<file path="config.mk">
export PLATFORM = sky130hd
export DESIGN_NAME = preset_dispense_valve_controller
export DESIGN_NICKNAME = d
export VERILOG_FILES = /design/src/design/pdvc_pkg.sv /design/src/design/preset_dispense_valve_controller.sv /design/src/design/pdvc_tick.sv
export SDC_FILE = /design/constraint.sdc
export NUM_CORES = 1
export LEC_CHECK = 0
export BUFFER_PORTS_ARGS = -buffer_cell sky130_fd_sc_hd__buf_2
export CAP_MARGIN = 20
export CORE_MARGIN = 8
export CORE_UTILIZATION = 41
export CTS_CLUSTER_SIZE = 10
export DETAILED_ROUTE_END_ITERATION = 16
export PLACE_DENSITY_LB_ADDON = 0.2
export SLEW_MARGIN = 20
export SYNTH_ARGS = -nofsm -noshare
export SYNTH_HDL_FRONTEND = slang
export SYNTH_HIERARCHICAL = 1
export SYNTH_SLANG_ARGS = --single-unit
</file>
<file path="constraint.sdc">
create_clock -name aclk -period 16.3 [get_ports aclk]
set_clock_uncertainty 0.2 [all_clocks]
set_input_delay 2.445 -clock aclk [delete_from_list [all_inputs] [get_ports aclk]]
set_output_delay 2.445 -clock aclk [all_outputs]
set_load 0.01 [all_outputs]
</file>
<file path="src/design/pdvc_pkg.sv">
// Shared types and constants of the preset dispense valve controller.
// Used by pdvc_tick and preset_dispense_valve_controller; no dependencies.
`default_nettype none

package pdvc_pkg;

    // Valve drive codes
    localparam logic [1:0] VALVE_STOP = 2'd0;
    localparam logic [1:0] VALVE_SLOW = 2'd1;
    localparam logic [1:0] VALVE_FAST = 2'd2;

    // Configuration register indexes
    localparam logic [1:0] CFG_SLOW_START  = 2'd0;
    localparam logic [1:0] CFG_SLOW_END    = 2'd1;
    localparam logic [1:0] CFG_HOLD_TICKS  = 2'd2;

    localparam int unsigned CFG_IDX_BITS  = 2;
    localparam int unsigned CFG_DATA_BITS = 16;

    // Reset value of the totaliser hold time
    localparam logic [15:0] HOLD_TICKS_RESET = 16'd200;
    localparam logic [15:0] HOLD_TIMER_MAX   = 16'hFFFF;

    localparam int unsigned IN_TDATA_BITS  = 104;
    localparam int unsigned OUT_TDATA_BITS = 72;

    // One control tick as received
    typedef struct packed {
        logic [31:0] totaliser_value;
        logic [31:0] target_pulses;
        logic [31:0] pulse_count;
        logic        arm;
        logic        calibrating;
        logic        filling;
    } item_t;

    // One control tick result
    typedef struct packed {
        logic [31:0]        pulses_seen;
        logic signed [32:0] pulses_left;
        logic               dispense_done;
        logic               totaliser_drive;
        logic [1:0]         valve_cmd;
    } result_t;

endpackage

`default_nettype wire

</file>
<file path="src/design/preset_dispense_valve_controller.sv">
// Preset dispense valve controller, one channel, one control tick per transfer.
// Each tick passes the input register and then the result register. Throughput:
// one tick per cycle unless the result side stalls; the tick logic is one 33-bit subtract.
// Reset (aresetn low, synchronous) clears all channel state and both stages;
// configuration returns to slow start 0, slow end 0, hold 200 ticks.
// Uses pdvc_pkg and pdvc_tick.
`default_nettype none

module preset_dispense_valve_controller #(
    parameter int unsigned COUNT_BITS = 32
) (
    input  wire                                   aclk,
    input  wire                                   aresetn,
    // Configuration write port
    input  wire                                   cfg_wr_en,
    input  wire  [pdvc_pkg::CFG_IDX_BITS-1:0]     cfg_index,
    input  wire  [pdvc_pkg::CFG_DATA_BITS-1:0]    cfg_wr_data,
    // Input stream
    input  wire                                   s_tvalid,
    output logic                                  s_tready,
    // filling, calibrating, arm, pulse_count[31:0], target_pulses[31:0],
    // totaliser_value[31:0], zero pad
    input  wire  [pdvc_pkg::IN_TDATA_BITS-1:0]    s_tdata,
    // Result stream
    output logic                                  m_tvalid,
    input  wire                                   m_tready,
    // valve_cmd[1:0], totaliser_drive, dispense_done, pulses_left[32:0],
    // pulses_seen[31:0], zero pad
    output logic [pdvc_pkg::OUT_TDATA_BITS-1:0]   m_tdata
);

    localparam int unsigned ITEM_BITS   = $bits(pdvc_pkg::item_t);
    localparam int unsigned RESULT_BITS = $bits(pdvc_pkg::result_t);

    pdvc_pkg::item_t   in_item_reg;
    logic              in_valid_reg;
    pdvc_pkg::result_t out_reg;
    logic              out_valid_reg;
    pdvc_pkg::result_t result;
    logic              advance;

    // Move the held tick forward when the result register frees up
    assign advance  = in_valid_reg && (!out_valid_reg || m_tready);
    assign s_tready = !in_valid_reg || advance;

    // Input register
    always_ff @(posedge aclk) begin
        if (!aresetn) begin
            in_valid_reg <= 1'b0;
        end else if (s_tready) begin
            in_valid_reg <= s_tvalid;
        end
    end

    always_ff @(posedge aclk) begin
        if (s_tready && s_tvalid) begin
            in_item_reg <= pdvc_pkg::item_t'(s_tdata[ITEM_BITS-1:0]);
        end
    end

    pdvc_tick #(
        .COUNT_BITS (COUNT_BITS)
    ) u_tick (
        .aclk        (aclk),
        .aresetn     (aresetn),
        .cfg_wr_en   (cfg_wr_en),
        .cfg_index   (cfg_index),
        .cfg_wr_data (cfg_wr_data),
        .step        (advance),
        .item        (in_item_reg),
        .result      (result)
    );

    // Result register
    always_ff @(posedge aclk) begin
        if (!aresetn) begin
            out_valid_reg <= 1'b0;
        end else if (advance) begin
            out_valid_reg <= 1'b1;
        end else if (m_tready) begin
            out_valid_reg <= 1'b0;
        end
    end

    always_ff @(posedge aclk) begin
        if (advance) begin
            out_reg <= result;
        end
    end

    assign m_tvalid = out_valid_reg;
    assign m_tdata  = {{(pdvc_pkg::OUT_TDATA_BITS - RESULT_BITS){1'b0}}, out_reg};

`ifndef SYNTHESIS
    localparam logic [31:0] SEEN_MASK = 32'hFFFF_FFFF >> (32 - COUNT_BITS);

    // The valve code is never the unused fourth value
    assert property (@(posedge aclk) disable iff (!aresetn)
        m_tvalid |-> (m_tdata[1:0] != 2'd3))
        else $error("valve code out of range");

    // Reported pulse count never carries bits above the counter width
    assert property (@(posedge aclk) disable iff (!aresetn)
        m_tvalid |-> ((m_tdata[68:37] & ~SEEN_MASK) == 32'd0))
        else $error("pulses_seen exceeds counter width");

    // A held tick that cannot advance stays held
    assert property (@(posedge aclk) disable iff (!aresetn)
        (in_valid_reg && !advance) |=> in_valid_reg)
        else $error("input stage dropped a tick");

    // A stalled input stage keeps the upstream side stalled
    assert property (@(posedge aclk) disable iff (!aresetn)
        (in_valid_reg && out_valid_reg && !m_tready) |-> !s_tready)
        else $error("input accepted while stage full");
`endif

endmodule

`default_nettype wire

</file>
<file path="src/design/pdvc_tick.sv">
// Per-tick state update of the dispense channel: configuration registers,
// remaining count, completion flag, totaliser hold logic. Uses pdvc_pkg.
`default_nettype none

module pdvc_tick #(
    parameter int unsigned COUNT_BITS = 32
) (
    input  wire                                   aclk,
    input  wire                                   aresetn,
    input  wire                                   cfg_wr_en,
    input  wire  [pdvc_pkg::CFG_IDX_BITS-1:0]     cfg_index,
    input  wire  [pdvc_pkg::CFG_DATA_BITS-1:0]    cfg_wr_data,
    input  wire                                   step,
    input  pdvc_pkg::item_t                       item,
    output pdvc_pkg::result_t                     result
);

    localparam logic [31:0] COUNT_MASK = 32'hFFFF_FFFF >> (32 - COUNT_BITS);

    logic [15:0]           slow_start_reg;
    logic [15:0]           slow_end_reg;
    logic [15:0]           hold_ticks_reg;

    logic [32:0]           remaining_reg, remaining_next;
    logic                  done_reg, done_next;
    logic [COUNT_BITS-1:0] latched_reg, latched_next;
    logic [31:0]           last_tot_reg, last_tot_next;
    logic [15:0]           timer_reg, timer_next;
    logic                  level_reg, level_next;

    logic [31:0]           count;
    logic [31:0]           target;
    logic [32:0]           rem_armed;
    logic                  armed_pos;
    logic [32:0]           rem_diff;
    logic                  diff_pos;
    logic                  cleared;
    logic                  hold_expired;
    logic [1:0]            valve;

    // Write configuration registers
    always_ff @(posedge aclk) begin
        if (!aresetn) begin
            slow_start_reg <= '0;
            slow_end_reg   <= '0;
            hold_ticks_reg <= pdvc_pkg::HOLD_TICKS_RESET;
        end else if (cfg_wr_en) begin
            unique case (cfg_index)
                pdvc_pkg::CFG_SLOW_START: slow_start_reg <= cfg_wr_data;
                pdvc_pkg::CFG_SLOW_END:   slow_end_reg   <= cfg_wr_data;
                pdvc_pkg::CFG_HOLD_TICKS: hold_ticks_reg <= cfg_wr_data;
                default: ;
            endcase
        end
    end

    // Mask inputs to the counter width and apply the arm reload
    assign count     = item.pulse_count & COUNT_MASK;
    assign target    = item.target_pulses & COUNT_MASK;
    assign rem_armed = item.arm ? {1'b0, target} : remaining_reg;
    assign armed_pos = (rem_armed != '0) && !rem_armed[32];
    assign latched_next = armed_pos ? count[COUNT_BITS-1:0] : latched_reg;
    assign rem_diff  = {1'b0, target} - {{(33 - COUNT_BITS){1'b0}}, latched_next};
    assign diff_pos  = (rem_diff != '0) && !rem_diff[32];
    assign hold_expired = timer_reg > hold_ticks_reg;

    // Valve decision and remaining / done update
    always_comb begin
        remaining_next = rem_armed;
        done_next      = done_reg;
        valve          = pdvc_pkg::VALVE_STOP;
        if (item.filling) begin
            if (target != '0) begin
                if (armed_pos) begin
                    done_next      = 1'b0;
                    remaining_next = rem_diff;
                    if (!diff_pos) begin
                        valve = pdvc_pkg::VALVE_STOP;
                    end else if (rem_diff >= {17'd0, slow_end_reg}) begin
                        valve = ({{(32 - COUNT_BITS){1'b0}}, latched_next}
                                 >= {16'd0, slow_start_reg}) ?
                                pdvc_pkg::VALVE_FAST : pdvc_pkg::VALVE_SLOW;
                    end else begin
                        valve = pdvc_pkg::VALVE_SLOW;
                    end
                end else begin
                    done_next = 1'b1;
                    valve     = pdvc_pkg::VALVE_STOP;
                end
            end else begin
                valve = pdvc_pkg::VALVE_FAST;
            end
        end else begin
            done_next = 1'b0;
            valve     = item.calibrating ? pdvc_pkg::VALVE_FAST : pdvc_pkg::VALVE_STOP;
        end
    end

    // Totaliser output: set on change, release after the hold time
    always_comb begin
        cleared       = 1'b0;
        level_next    = level_reg;
        last_tot_next = last_tot_reg;
        if (item.filling) begin
            last_tot_next = item.totaliser_value;
            if (item.totaliser_value != last_tot_reg) begin
                cleared    = 1'b1;
                level_next = 1'b1;
            end else if (hold_expired) begin
                level_next = 1'b0;
            end
        end else if (hold_expired) begin
            level_next = 1'b0;
        end
        if (cleared) begin
            timer_next = '0;
        end else if (timer_reg != pdvc_pkg::HOLD_TIMER_MAX) begin
            timer_next = timer_reg + 16'd1;
        end else begin
            timer_next = timer_reg;
        end
    end

    // Commit state on each accepted tick
    always_ff @(posedge aclk) begin
        if (!aresetn) begin
            remaining_reg <= '0;
            done_reg      <= 1'b0;
            latched_reg   <= '0;
            last_tot_reg  <= '0;
            timer_reg     <= '0;
            level_reg     <= 1'b0;
        end else if (step) begin
            remaining_reg <= remaining_next;
            done_reg      <= done_next;
            latched_reg   <= latched_next;
            last_tot_reg  <= last_tot_next;
            timer_reg     <= timer_next;
            level_reg     <= level_next;
        end
    end

    assign result.valve_cmd       = valve;
    assign result.totaliser_drive = level_next;
    assign result.dispense_done   = done_next;
    assign result.pulses_left     = remaining_next;
    assign result.pulses_seen     = count;

endmodule

`default_nettype wire

</file>
==> qor.yml, run 1 <==
clock_network:
  buffers_inserted_during_post_cts_setup_optimization: 0
  clock_insertion_delay_worst_skew_ns: 0.56
  clockRootBuffer: "sky130_fd_sc_hd__clkbuf_16"
  cts_htree_levels: 2
  cts_num_sinks: 333
  post_cts.resized_instances: 0
  cts.path.max_buffers: 3
  tritoncts_clock_tree: "done"
  clkTransAtPathRegs_ns: 0.05
  holdBufCountCts: 0
  cts-buffers-inserted: 41
pwr:
  power_share_of_the_combinational_group_pct: 17.5
  total_switching_power_mw: 0.609
  pwr_density_cell_nw_per_um2: 115
  swShare_pct: 27.4
  report.power.total_mw: 2.22
  leakage_nw: 7.83
  clock_power_share_pct: 39.1
  power.sequential.fraction_pct: 43.4
  internal-power_mw: 1.61
  vdd_ir_drop_max_v: 0.0000713
detailed_routing:
  ant_nets: 0
  drt-pass1-iter-count: 5
  drt-vias-per-instance: 5.27
  average_detailed_routed_wire_length_per_instance_microns: 18.9
  via_count: 12405
  remaining_drc_errors: 0
  drt_iter0_drc: 831
  wl_microns: 44500
job:
  maxCapViolCount: 0
placed_design:
  dpl.cell_count: 2282
  gp_congestion: 0.914
  place_ws_ns: 9.61
  portbufs: 192
  dp_hpwl_microns: 32000
  postPlaceCellArea_sq_um: 18100
die:
  num_rows: 74
  core-area_sq_um: 40800
  dieWidth_microns: 220
  ios: 201
  initial_core_util_pct: 41.6
  die_area_sq_um: 48200
  die_height_microns: 220
setup_path:
  critical_path.max_stage_delay_ns: 0.55
  cp_capture_type: "flop"
  crit_slowest_cell: "sky130_fd_sc_hd__mux2i_1"
  critPathRequiredTime_ns: 16.39
  timing.critical_path.max_delay_family: "simple AND/OR/NAND/NOR gates"
  crit_arrival_ns: 6.92
  ordered_cell_list_for_the_critical_path: "nor4_2 > nand4_1 > o41ai_4 > buf_4 > nand2_2 > buf_4 > mux2i_1 > ha_1 > a31o_2 > maj3_1 > o21ai_0 > o31a_1 > o21ai_0 > xor2_1 > ha_1 > nand4_1 > or4_1 > nand3_1 > a31oi_1 > nand4b_1 > o32ai_1 > nor2b_1"
  setup.worst_path.class: "reg -> reg"
  cp.buffers_inverters: 2
  critical_path_peak_fanout: 33
  cp_startpoint_kind: "flop"
logic_synthesis:
  yosys.cell_types.count: 91
  yosys-mux-area-fraction_pct: 5.07
  synth_edf_count: 168
  yosysTopAreaCellShare_pct: 29.7
  synth.top_cells.by_count: "267 x sky130_fd_sc_hd__nand2_1, 168 x sky130_fd_sc_hd__edfxtp_1, 165 x sky130_fd_sc_hd__dfxtp_1, 86 x sky130_fd_sc_hd__mux2i_1, 80 x sky130_fd_sc_hd__a21boi_0"
  avgSynthCellArea_sq_um: 10.2
  synthMostInstantiatedCell: "sky130_fd_sc_hd__nand2_1"
  synth_simple_gate_area_share_pct: 15.8
  postSynthRegisterBits: 333
  combinational_family_with_the_most_area_after_synthesis: "simple AND/OR/NAND/NOR gates"
  synth-adder-area-share_pct: 5.59
  netlist_area_sq_um: 17000
  yosysWarnings: 6
  synth_compound_gate_area_share_pct: 14.6
  synthesis.instances: 1665
  synth_xor_xnor_area_share_pct: 4.13
  yosysTopAreaCell: "sky130_fd_sc_hd__edfxtp_1"
  async_flop_share_pct: 0
  synth_top_flop_cell: "sky130_fd_sc_hd__edfxtp_1"
  sequential_cell_area_fraction_in_the_yosys_report_pct: 49.2
  synth_area_leaders: "sky130_fd_sc_hd__edfxtp_1 30%, sky130_fd_sc_hd__dfxtp_1 19%, sky130_fd_sc_hd__nand2_1 5.9%"
timing:
  timing.setup.tns_ns: 0
  final_critical_path_setup_slack_ns: 9.47
  report.final.hold_viol_count: 0
  period_share_pct: 41.9
  fmax_ghz: 0.146
  worst_slew_margin_rel_pct: 30.4
  timing.final.crit_period_ns: 6.83
  rsz0062_at_grt: "no"
  tightestPinTransition_ns: 1.04
  total_setup_violations_reported_at_the_end_of_the_flow: 0
  fin_worst_hold_slack_ns: 0.251
  slew_violations: 0
layout:
  post-route-cell-area_sq_um: 19300
  largest_reg_flops: 99
  areaGrowthSynthToFinish_pct: 13.9
  stdcell_count: 2354
  final_core_util_pct: 47.4
  antenna-diode-count: 0
  layout.nets: 1988
  drive_above_1_share_pct: 16.4
min_path:
  hold_path.class: "reg -> reg"
outcome:
  status: "finished, final reports clean"
global_route:
  globalRouteOverflowTotal: 0
  grt_pass1_vias: 12422
  grt_antenna_before_repair: 2
  pin_count_of_the_biggest_net_entering_global_routing: 169
  grt.total_usage_pct: 18.2
  grt_pass1_wl_microns: 69500
-- power groups by stage --
stage	Combinational (mW)	Clock [mW]	Sequential (mW)
6_report	0.389	0.870	0.964
5_1_grt	0.432	0.929	0.969
4_1_cts	0.387	0.899	0.964
3_3_place_gp	0.377	0	0.980
2_1_floorplan	0.277	0	0.978
3_5_place_dp	0.385	0	0.981
-- worst reg2reg max path, stage by stage, from the launching register on --
cell                       delay (ns)
sky130_fd_sc_hd__dfxtp_1         0.34
sky130_fd_sc_hd__nor4_2          0.54
sky130_fd_sc_hd__nand4_1         0.28
sky130_fd_sc_hd__o41ai_4         0.39
sky130_fd_sc_hd__buf_4           0.29
sky130_fd_sc_hd__nand2_2         0.15
sky130_fd_sc_hd__buf_4           0.34
sky130_fd_sc_hd__mux2i_1         0.56
sky130_fd_sc_hd__ha_1            0.43
sky130_fd_sc_hd__a31o_2          0.28
sky130_fd_sc_hd__maj3_1          0.34
sky130_fd_sc_hd__o21ai_0         0.20
sky130_fd_sc_hd__o31a_1          0.26
sky130_fd_sc_hd__o21ai_0         0.14
sky130_fd_sc_hd__xor2_1          0.41
sky130_fd_sc_hd__ha_1            0.26
sky130_fd_sc_hd__nand4_1         0.10
sky130_fd_sc_hd__or4_1           0.50
sky130_fd_sc_hd__nand3_1         0.11
sky130_fd_sc_hd__a31oi_1         0.07
sky130_fd_sc_hd__nand4b_1        0.14
sky130_fd_sc_hd__o32ai_1         0.11
sky130_fd_sc_hd__nor2b_1         0.15
-- cell usage in the layout (no fill, tap or decap), types with 9 or more instances in the layout --
master	Yosys	final
sky130_fd_sc_hd__a211oi_1	9	9
sky130_fd_sc_hd__a21boi_0	80	80
sky130_fd_sc_hd__a21o_1	18	18
sky130_fd_sc_hd__a21oi_1	53	52
sky130_fd_sc_hd__a31oi_1	12	12
sky130_fd_sc_hd__buf_2	5	191
sky130_fd_sc_hd__buf_4	40	10
sky130_fd_sc_hd__clkbuf_1	56	23
sky130_fd_sc_hd__clkbuf_16	0	42
sky130_fd_sc_hd__dfxtp_1	165	165
sky130_fd_sc_hd__edfxtp_1	168	168
sky130_fd_sc_hd__ha_1	67	67
sky130_fd_sc_hd__inv_1	78	78
sky130_fd_sc_hd__mux2i_1	86	86
sky130_fd_sc_hd__nand2_1	267	267
sky130_fd_sc_hd__nand2b_1	12	12
sky130_fd_sc_hd__nand3_1	29	29
sky130_fd_sc_hd__nand4_1	28	28
sky130_fd_sc_hd__nor2_1	57	57
sky130_fd_sc_hd__nor2b_1	64	63
sky130_fd_sc_hd__nor3_1	12	12
sky130_fd_sc_hd__nor4_1	24	24
sky130_fd_sc_hd__o211a_1	37	37
sky130_fd_sc_hd__o211ai_1	9	9
sky130_fd_sc_hd__o21a_1	9	9
sky130_fd_sc_hd__o21ai_0	52	52
sky130_fd_sc_hd__xnor2_1	28	28
sky130_fd_sc_hd__xor2_1	52	52
-- worst paths after layout --
kind	to	cells after the start	slack [ns]	startpoint
hold / removal	m_tdata[58]$_DFFE_PP_	0	0.25	in_item_reg[24]$_DFFE_PP_
hold reg to reg	m_tdata[58]$_DFFE_PP_	0	0.25	in_item_reg[24]$_DFFE_PP_
setup reg to reg	m_tdata[0]$_DFFE_PP_	22	9.47	u_tick/remaining_reg[1]$_SDFFE_PN0P_
setup / recovery	m_tdata[0]$_DFFE_PP_	22	9.47	u_tick/remaining_reg[1]$_SDFFE_PN0P_
-- metal layers --
layer / up-vias / global-route usage, % / part of all wire [%] / routed length [microns]
li1: 6134 / - / - / -
met1: 5912 / 23.7 / 45 / 20000
met2: 288 / 30.6 / 48 / 21300
met3: 67 / 3.78 / 5.2 / 2330
met4: 4 / 4.47 / 1.8 / 809
met5: - / 0 / 0.061 / 27
-- cell families (layout without fill, tap and decap cells) --
group | after synthesis | in the layout
DFF | 333 | 333
buffers and inverters | 198 | 353
AOI/OAI and AO/OA | 339 | 339
xor gates and xnor gates | 80 | 80
adders and majority gates | 77 | 77
other | 1 | 3
muxes | 86 | 86
and+or+nand+nor | 551 | 551
-- layout make-up --
class,count,area (sq um)
Clock buffer,66,1150
Clock inverter,6,116
Fill cell,3842,21500
Inverter,78,293
Multi-Input combinational cell,1136,7710
Sequential cell,333,8350
Tap cell,532,666
Timing Repair Buffer,203,1070
Power figures use the tool's default switching activity.
==> run 2: changes to the inputs <==
Clock period 16.3 ns to 6.92 ns, I/O delays scaled along.
==> qor.yml, run 2 (same netlist as run 1, synthesis figures left out) <==
timing:
  timing.setup.tns_ns: 0  # unchanged
  rsz0062_at_grt: "no"
  timing.final.crit_period_ns: 6.35  # -0.477 ns
  total_setup_violations_reported_at_the_end_of_the_flow: 0  # unchanged
  final_critical_path_setup_slack_ns: 0.570  # -8.90 ns
  slew_violations: 0  # unchanged
  tightestPinTransition_ns: 0.949  # -0.0915 ns
  period_share_pct: 91.8  # +50 points
  worst_slew_margin_rel_pct: 36.8  # +6.4 points
  fmax_ghz: 0.157  # +7.5%
  report.final.hold_viol_count: 0  # unchanged
detailed_routing:
  remaining_drc_errors: 0  # unchanged
  wl_microns: 44800  # +0.87%
  average_detailed_routed_wire_length_per_instance_microns: 19.0  # +0.44%
  drt-vias-per-instance: 5.25  # -0.44%
  drt_iter0_drc: 857  # +3.1%
  ant_nets: 0  # unchanged
  via_count: 12403  # -0.016%
  drt-pass1-iter-count: 5  # unchanged
setup_path:
  r2r_start: "in_item_reg[64]$_DFFE_PP_"
  cp_capture_type: "flop"
  critical_path_peak_fanout: 33  # unchanged
  critPathRequiredTime_ns: 7.03  # -9.36 ns
  crit_slowest_cell: "sky130_fd_sc_hd__nor4_1"
  crit_path_start: "in_item_reg[64]$_DFFE_PP_"
  ordered_cell_list_for_the_critical_path: "nor4_1 > nand4_1 > o21ai_1 > nand2_2 > buf_4 > mux2i_1 > ha_1 > a21o_1 > a21oi_1 > o21ai_0 > and3_1 > inv_1 > a31oi_1 > nand3_1 > nand2_1 > nor2_1 > xnor2_1 > a2111o_1 > nor4_2 > nand4_1 > o31ai_2 > a211oi_1"
  critical_path.max_stage_delay_ns: 0.63  # +0.08 ns
  setup.worst_path.class: "reg -> reg"
  crit_arrival_ns: 6.46  # -0.46 ns
  critical-path-top-cell-by-count: "sky130_fd_sc_hd__nand4_1"
  cp_startpoint_kind: "flop"
min_path:
  min-delay-start: "in_item_reg[13]$_DFFE_PP_"
  hold_path.class: "reg -> reg"
global_route:
  grt.total_usage_pct: 18.4  # +0.17 points
  grt_antenna_before_repair: 4  # +2
  grt_pass1_wl_microns: 69400  # -0.15%
  pin_count_of_the_biggest_net_entering_global_routing: 83  # -51%
  grt_pass1_vias: 12265  # -1.3%
  globalRouteOverflowTotal: 0  # unchanged
layout:
  drive_above_1_share_pct: 16.6  # +0.20 points
  final_core_util_pct: 47.4  # about the same
  layout.nets: 1994  # +0.30%
  largest_reg_flops: 99  # unchanged
  layout.cells.most_common: "sky130_fd_sc_hd__nand2_1"
  areaGrowthSynthToFinish_pct: 13.9  # about the same
  layout_common_cells: "266 x sky130_fd_sc_hd__nand2_1, 191 x sky130_fd_sc_hd__buf_2, 168 x sky130_fd_sc_hd__edfxtp_1"
pwr:
  power_share_of_the_combinational_group_pct: 17.8  # +0.3 points
  power.sequential.fraction_pct: 44.1  # +0.7 points
  clock_power_share_pct: 38.1  # -1.0 points
  internal-power_mw: 3.69  # +130%
  leakage_nw: 7.83  # about the same
  total_switching_power_mw: 1.46  # +140%
  vdd_ir_drop_max_v: 0.000169  # +140%
  report.power.total_mw: 5.15  # +130%
  pwr_density_cell_nw_per_um2: 266  # +130%
  swShare_pct: 28.3  # +0.92 points
clock_network:
  cts-buffers-inserted: 40  # -2.4%
  buffers_inserted_during_post_cts_setup_optimization: 0  # unchanged
  cts_num_sinks: 333  # unchanged
  holdBufCountCts: 0  # unchanged
  tritoncts_clock_tree: "done"
  cts_htree_levels: 2  # unchanged
  clock_insertion_delay_worst_skew_ns: 0.57  # about the same
  clkTransAtPathRegs_ns: 0.06  # about the same
  clockRootBuffer: "sky130_fd_sc_hd__clkbuf_16"
  cts.path.max_buffers: 3  # unchanged
  post_cts.resized_instances: 0  # unchanged
placed_design:
  place_ws_ns: 0.598  # -9.01 ns
  portbufs: 192  # unchanged
  gp_congestion: 0.919  # +0.58%
  dp_hpwl_microns: 32800  # +2.5%
die:
  die_height_microns: 220  # unchanged
  initial_core_util_pct: 41.6  # unchanged
  num_rows: 74  # unchanged
  core-area_sq_um: 40800  # unchanged
  die_area_sq_um: 48200  # unchanged
  dieWidth_microns: 220  # unchanged
  ios: 201  # unchanged
outcome:
  status: "finished, final reports clean"
job:
  maxCapViolCount: 0  # unchanged
[run 2: changes by cell type in the layout (fill, tap and decap cells not counted), moves of 2 or more]
cell	change
sky130_fd_sc_hd__buf_4	+9
sky130_fd_sc_hd__bufinv_16	-2
sky130_fd_sc_hd__clkbuf_1	+3
sky130_fd_sc_hd__clkbuf_16	-2
sky130_fd_sc_hd__clkinv_16	+2
sky130_fd_sc_hd__diode_2	+2
[run 2: final cells by class]
type | instances | area, sq um
diodes | 2 | 5.00
repair buffers | 210 | 1100
clock inverters | 7 | 121
flip-flops and latches | 333 | 8350
inverters | 78 | 293
clock buffers | 66 | 1100
multi-input cells | 1136 | 7700
fillers | 3826 | 21500
well taps | 532 | 666
[run 2: metrics by stage]
stage | hold WS, ns | cell area [sq um] | std cells
after floorplan | 0.240 | 17000 | 1667
after global placement | 0.238 | 18100 | 2289
after detailed placement | 0.242 | 18100 | 2289
after CTS | 0.256 | 19300 | 2362
after global routing | 0.274 | 19300 | 2363
final | 0.252 | 19300 | 2364
[run 2: power by group through the flow]
stage	clock, mW	sequential (mW)	combinational, mW
floorplan	0	2.30	0.652
finish	1.96	2.27	0.917
CTS	2.03	2.27	0.920
global placement	0	2.31	0.904
global route	2.10	2.28	1.02
detailed placement	0	2.31	0.917
[run 2: final timing paths]
kind | end | slack, ns | cells after the start
hold / removal | m_tdata[47]$_DFFE_PP_ | 0.25 | 0
hold reg to reg | m_tdata[47]$_DFFE_PP_ | 0.25 | 0
setup / recovery | m_tdata[1]$_DFFE_PP_ | 0.57 | 22
setup reg to reg | m_tdata[1]$_DFFE_PP_ | 0.57 | 22
[run 2: per-layer routing]
metal	wire length (microns)	GRT usage [%]	vias to the layer above
met5	13	0	-
met2	20400	28.8	302
met3	2470	3.61	74
met1	20700	24.9	5884
li1	-	-	6141
met4	1310	6.81	2
[run 2: critical path: cells and delay by family, from the launching register on]
kind | cells | cell delay, ns
multiplexers | 1 | 0.43
XOR/XNOR | 1 | 0.15
adder cells (fa/ha/maj) | 1 | 0.33
AND/OR/NAND/NOR | 9 | 2.07
AO/OA/AOI/OAI | 8 | 1.94
buffers and inverters | 2 | 0.42
flip-flops | 1 | 0.51
